`src/design/sdtq_pkg.sv`:
```
// shared types and constants of the sorted deadline timer queue
package sdtq_pkg;

    localparam logic [1:0] OP_ADD    = 2'd0;
    localparam logic [1:0] OP_ADJUST = 2'd1;
    localparam logic [1:0] OP_DELETE = 2'd2;
    localparam logic [1:0] OP_TICK   = 2'd3;

    localparam logic [2:0] ST_DONE      = 3'd0;
    localparam logic [2:0] ST_EXPIRED   = 3'd1;
    localparam logic [2:0] ST_NONE      = 3'd2;
    localparam logic [2:0] ST_FULL      = 3'd3;
    localparam logic [2:0] ST_NOT_FOUND = 3'd4;
    localparam logic [2:0] ST_DUP       = 3'd5;

    localparam int MAX_REPORTS = 32;
    localparam int RPT_W       = 6;

    typedef struct packed {
        logic [1:0]  op;
        logic [15:0] handle;
        logic [47:0] deadline;
        logic [47:0] now_time;
    } in_item_t;

    typedef struct packed {
        logic [2:0]  status;
        logic [15:0] expired_handle;
        logic [47:0] expired_time;
        logic        last;
    } out_item_t;

    typedef struct packed {
        logic [15:0] handle;
        logic [47:0] expiry;
    } entry_t;

endpackage

```
`src/design/sdtq_store.sv`:
```
// entry memory with one write port and one registered read port
module sdtq_store
    import sdtq_pkg::*;
#(
    parameter int DEPTH = 32,
    parameter int AW    = 5
) (
    input  logic          aclk,
    input  logic          we,
    input  logic [AW-1:0] waddr,
    input  entry_t        wdata,
    input  logic [AW-1:0] raddr,
    output entry_t        rdata
);

    entry_t mem_reg [DEPTH];
    entry_t rdata_reg;

    always_ff @(posedge aclk) begin
        if (we) begin
            mem_reg[waddr] <= wdata;
        end
        rdata_reg <= mem_reg[raddr];
    end

    assign rdata = rdata_reg;

endmodule

```
`src/design/sdtq_ctrl.sv`:
```
// sequencer that scans, shifts and pops the circular sorted entry list
module sdtq_ctrl
    import sdtq_pkg::*;
#(
    parameter int CAPACITY = 32,
    parameter int AW       = 5
) (
    input  logic          aclk,
    input  logic          aresetn,
    input  logic          in_valid,
    output logic          in_ready,
    input  in_item_t      in_item,
    output logic          res_valid,
    output out_item_t     res_item,
    input  logic          res_ready,
    output logic          mem_we,
    output logic [AW-1:0] mem_waddr,
    output entry_t        mem_wdata,
    output logic [AW-1:0] mem_raddr,
    input  entry_t        mem_rdata
);

    localparam int CW = $clog2(CAPACITY + 1);
    localparam int SW = CW + 1;

    typedef enum logic [7:0] {
        S_IDLE     = 8'b0000_0001,
        S_FIND_RD  = 8'b0000_0010,
        S_FIND_CHK = 8'b0000_0100,
        S_INS_RD   = 8'b0000_1000,
        S_INS_CHK  = 8'b0001_0000,
        S_TICK_RD  = 8'b0010_0000,
        S_TICK_CHK = 8'b0100_0000,
        S_RESP     = 8'b1000_0000
    } state_t;

    state_t           state_reg, state_next;
    in_item_t         item_reg, item_next;
    logic [CW-1:0]    count_reg, count_next;
    logic [AW-1:0]    head_reg, head_next;
    logic [CW-1:0]    idx_reg, idx_next;
    logic             found_reg, found_next;
    logic             placed_reg, placed_next;
    logic             hold_valid_reg, hold_valid_next;
    entry_t           held_reg, held_next;
    logic [RPT_W-1:0] rpt_reg, rpt_next;
    logic [2:0]       status_reg, status_next;

    logic at_end;
    logic due;

    function automatic logic [AW-1:0] wrap_addr(input logic [AW-1:0] head,
                                                 input logic [CW-1:0] lidx);
        logic [SW-1:0] sum;
        sum = SW'(head) + SW'(lidx);
        if (sum >= SW'(CAPACITY)) begin
            sum = sum - SW'(CAPACITY);
        end
        return sum[AW-1:0];
    endfunction

    assign in_ready = (state_reg == S_IDLE);
    assign at_end   = (idx_reg == count_reg);
    assign due      = (count_reg != '0) && (mem_rdata.expiry <= item_reg.now_time)
                      && (rpt_reg < RPT_W'(MAX_REPORTS));

    always_comb begin
        state_next      = state_reg;
        item_next       = item_reg;
        count_next      = count_reg;
        head_next       = head_reg;
        idx_next        = idx_reg;
        found_next      = found_reg;
        placed_next     = placed_reg;
        hold_valid_next = hold_valid_reg;
        held_next       = held_reg;
        rpt_next        = rpt_reg;
        status_next     = status_reg;
        mem_we          = 1'b0;
        mem_waddr       = wrap_addr(head_reg, idx_reg);
        mem_wdata       = held_reg;
        mem_raddr       = wrap_addr(head_reg, idx_reg);
        res_valid       = 1'b0;
        res_item        = '0;

        case (state_reg)
            S_IDLE: begin
                if (in_valid) begin
                    item_next       = in_item;
                    idx_next        = '0;
                    found_next      = 1'b0;
                    placed_next     = 1'b0;
                    hold_valid_next = 1'b0;
                    rpt_next        = '0;
                    state_next      = (in_item.op == OP_TICK) ? S_TICK_RD : S_FIND_RD;
                end
            end
            S_FIND_RD: begin
                if (!at_end) begin
                    state_next = S_FIND_CHK;
                end else if (item_reg.op == OP_ADD) begin
                    if (count_reg == CW'(CAPACITY)) begin
                        status_next = ST_FULL;
                        state_next  = S_RESP;
                    end else begin
                        idx_next   = '0;
                        state_next = S_INS_RD;
                    end
                end else if (!found_reg) begin
                    status_next = ST_NOT_FOUND;
                    state_next  = S_RESP;
                end else begin
                    count_next = count_reg - CW'(1);
                    if (item_reg.op == OP_ADJUST) begin
                        idx_next   = '0;
                        state_next = S_INS_RD;
                    end else begin
                        status_next = ST_DONE;
                        state_next  = S_RESP;
                    end
                end
            end
            S_FIND_CHK: begin
                idx_next   = idx_reg + CW'(1);
                state_next = S_FIND_RD;
                if (found_reg) begin
                    mem_we    = 1'b1;
                    mem_waddr = wrap_addr(head_reg, idx_reg - CW'(1));
                    mem_wdata = mem_rdata;
                end else if (mem_rdata.handle == item_reg.handle) begin
                    if (item_reg.op == OP_ADD) begin
                        status_next = ST_DUP;
                        state_next  = S_RESP;
                    end else begin
                        found_next = 1'b1;
                    end
                end
            end
            S_INS_RD: begin
                state_next = S_INS_CHK;
            end
            S_INS_CHK: begin
                if (!placed_reg) begin
                    if (at_end || (mem_rdata.expiry > item_reg.deadline)) begin
                        mem_we      = 1'b1;
                        mem_wdata   = '{handle: item_reg.handle,
                                        expiry: item_reg.deadline};
                        held_next   = mem_rdata;
                        placed_next = 1'b1;
                    end
                end else begin
                    mem_we    = 1'b1;
                    held_next = mem_rdata;
                end
                if (at_end) begin
                    count_next  = count_reg + CW'(1);
                    status_next = ST_DONE;
                    state_next  = S_RESP;
                end else begin
                    idx_next   = idx_reg + CW'(1);
                    state_next = S_INS_RD;
                end
            end
            S_TICK_RD: begin
                state_next = S_TICK_CHK;
            end
            S_TICK_CHK: begin
                if (due) begin
                    if (!hold_valid_reg || res_ready) begin
                        if (hold_valid_reg) begin
                            res_valid = 1'b1;
                            res_item  = '{status: ST_EXPIRED,
                                          expired_handle: held_reg.handle,
                                          expired_time: held_reg.expiry,
                                          last: 1'b0};
                        end
                        held_next       = mem_rdata;
                        hold_valid_next = 1'b1;
                        head_next       = wrap_addr(head_reg, CW'(1));
                        count_next      = count_reg - CW'(1);
                        rpt_next        = rpt_reg + RPT_W'(1);
                        state_next      = S_TICK_RD;
                    end
                end else if (res_ready) begin
                    res_valid = 1'b1;
                    if (hold_valid_reg) begin
                        res_item = '{status: ST_EXPIRED,
                                     expired_handle: held_reg.handle,
                                     expired_time: held_reg.expiry,
                                     last: 1'b1};
                    end else begin
                        res_item = '{status: ST_NONE, expired_handle: '0,
                                     expired_time: '0, last: 1'b1};
                    end
                    hold_valid_next = 1'b0;
                    state_next      = S_IDLE;
                end
            end
            S_RESP: begin
                if (res_ready) begin
                    res_valid  = 1'b1;
                    res_item   = '{status: status_reg, expired_handle: '0,
                                   expired_time: '0, last: 1'b1};
                    state_next = S_IDLE;
                end
            end
            default: begin
                state_next = S_IDLE;
            end
        endcase
    end

    always_ff @(posedge aclk) begin
        if (!aresetn) begin
            state_reg      <= S_IDLE;
            count_reg      <= '0;
            head_reg       <= '0;
            hold_valid_reg <= 1'b0;
        end else begin
            state_reg      <= state_next;
            count_reg      <= count_next;
            head_reg       <= head_next;
            hold_valid_reg <= hold_valid_next;
        end
        item_reg   <= item_next;
        idx_reg    <= idx_next;
        found_reg  <= found_next;
        placed_reg <= placed_next;
        held_reg   <= held_next;
        rpt_reg    <= rpt_next;
        status_reg <= status_next;
    end

`ifndef SYNTHESIS
    a_count_bound: assert property (@(posedge aclk) disable iff (!aresetn)
        count_reg <= CW'(CAPACITY))
        else $error("entry count above capacity");

    a_write_states: assert property (@(posedge aclk) disable iff (!aresetn)
        mem_we |-> (state_reg == S_FIND_CHK || state_reg == S_INS_CHK))
        else $error("memory write outside a shift step");

    a_result_room: assert property (@(posedge aclk) disable iff (!aresetn)
        res_valid |-> res_ready)
        else $error("result issued without room in the output register");

    a_idle_no_hold: assert property (@(posedge aclk) disable iff (!aresetn)
        (state_reg == S_IDLE) |-> !hold_valid_reg)
        else $error("pending expired entry left behind");

    a_accept_busy: assert property (@(posedge aclk) disable iff (!aresetn)
        (in_valid && in_ready) |=> (state_reg != S_IDLE))
        else $error("transfer accepted but sequencer stayed idle");
`endif

endmodule

```
`src/design/sorted_deadline_timer_queue.sv`:
```
// top level of the sorted deadline timer queue
// usage:
//   s_item carries op, handle, deadline and now_time; an op is taken on a
//   transfer with s_valid and s_ready high. s_ready is high only while the
//   sequencer is idle, so one op is processed at a time.
//   m_item carries status, expired_handle, expired_time and last; add,
//   adjust and delete give one result each, a tick one result per expired
//   entry (up to 32) or a single nothing-expired result, with last set on
//   the final one.
//   ops step through the stored entries one at a time, each read through
//   the registered read port of the entry memory.
//   entries live in a circular buffer, so a tick pops the head in place.
//   reset empties the queue at once; the entry memory itself is not cleared.
//   results sit in an output register; while it is full and m_ready is low
//   the sequencer waits before issuing the next result, and s_ready stays
//   low meanwhile only if the current op is not finished.
module sorted_deadline_timer_queue
    import sdtq_pkg::*;
#(
    parameter int CAPACITY = 32
) (
    input  logic      aclk,
    input  logic      aresetn,
    input  logic      s_valid,
    output logic      s_ready,
    input  in_item_t  s_item,
    output logic      m_valid,
    input  logic      m_ready,
    output out_item_t m_item
);

    localparam int AW = $clog2(CAPACITY);

    logic          res_valid;
    out_item_t     res_item;
    logic          res_ready;
    logic          mem_we;
    logic [AW-1:0] mem_waddr;
    entry_t        mem_wdata;
    logic [AW-1:0] mem_raddr;
    entry_t        mem_rdata;

    logic      m_valid_reg, m_valid_next;
    out_item_t m_item_reg, m_item_next;

    sdtq_ctrl #(
        .CAPACITY (CAPACITY),
        .AW       (AW)
    ) u_ctrl (
        .aclk      (aclk),
        .aresetn   (aresetn),
        .in_valid  (s_valid),
        .in_ready  (s_ready),
        .in_item   (s_item),
        .res_valid (res_valid),
        .res_item  (res_item),
        .res_ready (res_ready),
        .mem_we    (mem_we),
        .mem_waddr (mem_waddr),
        .mem_wdata (mem_wdata),
        .mem_raddr (mem_raddr),
        .mem_rdata (mem_rdata)
    );

    sdtq_store #(
        .DEPTH (CAPACITY),
        .AW    (AW)
    ) u_store (
        .aclk  (aclk),
        .we    (mem_we),
        .waddr (mem_waddr),
        .wdata (mem_wdata),
        .raddr (mem_raddr),
        .rdata (mem_rdata)
    );

    assign res_ready = !m_valid_reg || m_ready;

    always_comb begin
        m_valid_next = m_valid_reg;
        m_item_next  = m_item_reg;
        if (res_valid) begin
            m_valid_next = 1'b1;
            m_item_next  = res_item;
        end else if (m_ready) begin
            m_valid_next = 1'b0;
        end
    end

    always_ff @(posedge aclk) begin
        if (!aresetn) begin
            m_valid_reg <= 1'b0;
        end else begin
            m_valid_reg <= m_valid_next;
        end
        m_item_reg <= m_item_next;
    end

    assign m_valid = m_valid_reg;
    assign m_item  = m_item_reg;

endmodule
```
`config.mk`:
```
export PLATFORM = sky130hd
export DESIGN_NAME = sorted_deadline_timer_queue
export DESIGN_NICKNAME = d
export VERILOG_FILES = /design/src/design/sdtq_pkg.sv /design/src/design/sdtq_store.sv /design/src/design/sdtq_ctrl.sv /design/src/design/sorted_deadline_timer_queue.sv
export SDC_FILE = /design/constraint.sdc
export NUM_CORES = 2
export LEC_CHECK = 0
export ABC_AREA = 1
export BUFFER_PORTS_ARGS = -buffer_cell sky130_fd_sc_hd__clkbuf_2
export CAP_MARGIN = 20
export CORE_MARGIN = 4
export CORE_UTILIZATION = 35
export CTS_CLUSTER_SIZE = 8
export DETAILED_ROUTE_END_ITERATION = 7
export SLEW_MARGIN = 30
export SYNTH_ARGS = -nofsm -noshare
export SYNTH_HDL_FRONTEND = slang
export SYNTH_SLANG_ARGS = --single-unit
```
`constraint.sdc`:
```
create_clock -name aclk -period 7.9 [get_ports aclk]
set_input_delay 0.79 -clock aclk [delete_from_list [all_inputs] [get_ports aclk]]
set_output_delay 0.79 -clock aclk [all_outputs]
set_load 0.02 [all_outputs]
```
==> impl_results.md <==
* H-tree levels at 5
* Synth Area in Adders at 1.50%
* Worst-Margin Slew at 1060 ps
* Die Ht at ~530 um
* Setup bufs post-CTS at 0
* RSZ-0062 raised after global routing: false
* Static leakage at a little under 40 nW
* Post-Syn Instances at 6739
* Fmax at 182 MHz
* Final setup vio count at 0
* Largest register FFs at 2048
* P&R area growth vs syn at 16.7%
* Root cell of the clock tree: clkbuf_16
* Clock buffer depth at 4
* Cell-internal power at approximately 25 mW
* Clk slew on worst S/H paths at ~50 ps
* Vias in the first global route at between 50000 and 60000
* Startpoint types: register
* Final clock skew at 90.9 ps
* Critical Path AT at 6010 ps
* Post-synth ARST share at 0%
* Mean Syn Cell Area at 14.4 um^2
* Clock Power Share at 38.0%
* Status: finished clean
* Syn_nets at roughly 7000
* Main synth FF type: edfxtp_1
* Fin util at between 40 and 50%
* Most frequent cells in the layout: 2311 x edfxtp_1, 651 x nor2_1, 619 x o21ai_0, 512 x mux2i_1, 512 x o221ai_1
* Switch Pwr at 10.7 mW
* Combinational family with the most area after synthesis: compound AO/OA/AOI/OAI gates
* Crit path time final at 5500 ps
* Power density cells at 312 nW/um^2
* Gpl congestion at just under 0.9
* Crit Path Category: reg -> reg
* Starting Density at 35.1%
* Vias at 62067
* Sequential power share at approximately two fifths
* Post-Place Cell Area at 103000 um^2
* Per-cell routed wire length at between 20 and 30 um
* Area of the multi-input gates at 23500 um^2
* Top fanout value on the critical path at 47
* DR vias/cell at 5.67
* Gr ovfl total at 0
* Critical path capture point type: register
* First-pass GRT wire length at 429 mm
* Crit path launch: u_store.rdata[45]
* Mapped cell area at 97100 um^2
* Combinational power share at a little over a fifth
* Max rail drop VDD at around 300 uV
* Fin crit share at 69.6%
* Count of different cell masters after synthesis at between 50 and 60
* Horiz. Die Dim at 535 um
* CP required at 8410 ps
* Xor and xnor fraction of the mapped netlist area at 0.332%
* Hold slack final at 57.5 ps
* Nets at between 7000 and 8000
* Worst skew pair latency at 960 ps
* Path depth of the worst reg2reg path at 12
* PortBufs at 187
* Post-route ant nets at 0
* Sequential area share after synthesis at 73.2%
* Worst relative slew slack at between 20 and 30%
* CTS tree: done
* Hold_buf cts at 60
* CTS resizes at 0
* Place WS at 2400 ps
* Remaining DRCs at 0
* Max-slew violations at 0
* Reg-to-reg endpoint: u_ctrl.held_reg[35]
* FILL cells at 24886
* Worst setup margin at 2400 ps
* Synth Area in Compound Gates at 8.90%
* Setup tns final at 0 ps
* Post-detail-place hpwl at roughly 160 mm
* Core area at 276000 um^2
* Synth Area in Simple Gates at 7.57%
* Switching share of power at 30.2%
* Post-synthesis mux area share at 5.28%
* Max-cap violations at 0
* Number of CTS-inserted buffers at around 350
* Yosys warning count at 0
* Number of DRC markers in iteration 0 at 7922
* Final instance area at 113000 um^2
* Pin count of the biggest net entering global routing at 167
* Routed WL at 304 mm
* Area occupied by registers at 71100 um^2
* R2r startpoint: u_store.rdata[45]
* Seq cells post-synth at 2396
* Hold Vio Cnt, Final at 0
* Ratio of cells with drive above 1 in the final layout at around an eighth
* Flop-to-flop setup slack at 2400 ps
* Detailed Routing Iterations Pass 1 at 6
* Clk sinks at 2396
* Standard-cell rows at 193
* I/O pin total at 188
* End point of the critical path: u_ctrl.held_reg[35]
* GR Util All Layers at 20.4%
* Min-delay worst type: in -> reg
* Initial antenna violation count at 11
* Most common cell after layout, fill and taps aside: edfxtp_1
* EDFF count, synth at ~2300
* Die area at 286000 um^2
-- power by group through the flow --
| stage | clock network (mW) | logic, mW | registers [mW] |
|---|---|---|---|
| 3_5_place_dp | 0 | 7.25 | 14.8 |
| 4_1_cts | 13.6 | 7.31 | 14.5 |
| 5_1_grt | 14.2 | 7.93 | 14.5 |
| 6_report | 13.5 | 7.42 | 14.5 |
| 2_1_floorplan | 0 | 4.97 | 14.6 |
| 3_3_place_gp | 0 | 7.21 | 14.7 |
-- logic make-up after synthesis --
group / count (synthesis)
xor+xnor: 36
mux: 512
fa+ha+maj: 115
compound gates: 1305
flops: 2396
buf+inv: 709
simple gates: 1666
-- worst max-delay path, stage by stage, from the launching register on --
cell     delay (ps)
dfxtp_1         380
ha_1            330
nand4_1         170
nor2_1          810
nand3_1         580
nor2_2          410
nand4_1         120
nand2_1         240
nand2_2         130
nand2_1         300
nand2_1         210
a21oi_4         790
buf_12          490
-- routing by layer --
metal  track usage, %  vias to the layer above  share of wire [%]
li1                 -                    26419                  -
met1             28.6                    31644                 41
met2             31.3                     3429                 45
met3             4.51                      571                 10
met4             7.51                        4                3.6
met5                0                        -             0.0089
-- metrics by stage --
stage               std cells  power [mW]
finish                  10952        35.4
global route            10948        36.7
CTS                     10945        35.5
detailed placement      10319        22.0
global placement        10309        22.0
floorplan                6739        19.6
-- Yosys cell counts, drive strengths merged, types with 2 or more instances --
| cell type | number | area share, % |
|---|---|---|
| edfxtp | 2311 | 71 |
| nor2 | 692 | 2.7 |
| o21ai | 619 | 3.2 |
| mux2i | 512 | 5.3 |
| o221ai | 512 | 4.6 |
| nand3 | 452 | 2.5 |
| nand2 | 409 | 1.6 |
| inv | 262 | 1.0 |
| clkbuf | 238 | 0.92 |
| buf | 208 | 1.3 |
| ha | 112 | 1.4 |
| dfxtp | 85 | 1.8 |
| a21oi | 79 | 0.42 |
| a31oi | 65 | 0.42 |
| and3 | 64 | 0.41 |
| nand4 | 24 | 0.16 |
| xor2 | 20 | 0.19 |
| xnor2 | 16 | 0.14 |
| o21bai | 15 | 0.13 |
| nor3 | 12 | 0.067 |
| o21a | 5 | 0.039 |
| nor4 | 4 | 0.041 |
| fa | 3 | 0.062 |
| nand3b | 3 | 0.023 |
| o31ai | 3 | 0.023 |
| a211oi | 2 | 0.015 |
| a21o | 2 | 0.015 |
| nor3b | 2 | 0.015 |
| or2 | 2 | 0.013 |
-- layout make-up --
type,instances,share of cell area (%)
inverter,263,0.900
multi-input combinational,3634,20.8
clock buffer,560,8.55
timing repair buffer,384,2.87
sequential,2396,62.7
tap,3705,4.09
clock inverter,6,0.0695
antenna,4,0.00883
-- how the worst min path moves through the flow --
stage / endpoint / start / slack [ps] / cells past startpoint
3_3_place_gp: u_ctrl.held_reg[0] / u_store.rdata[0] / 450 / 0
6_report: u_ctrl.item_reg[43] / s_item[43] / 60 / 1
4_1_cts: u_ctrl.item_reg[43] / s_item[43] / 0.6 / 1
3_5_place_dp: u_ctrl.held_reg[0] / u_store.rdata[0] / 460 / 0
2_1_floorplan: u_ctrl.held_reg[0] / u_store.rdata[0] / 430 / 0
5_1_grt: u_ctrl.item_reg[43] / s_item[43] / 20 / 1
Note: power is estimated with default switching activity, not from simulation.
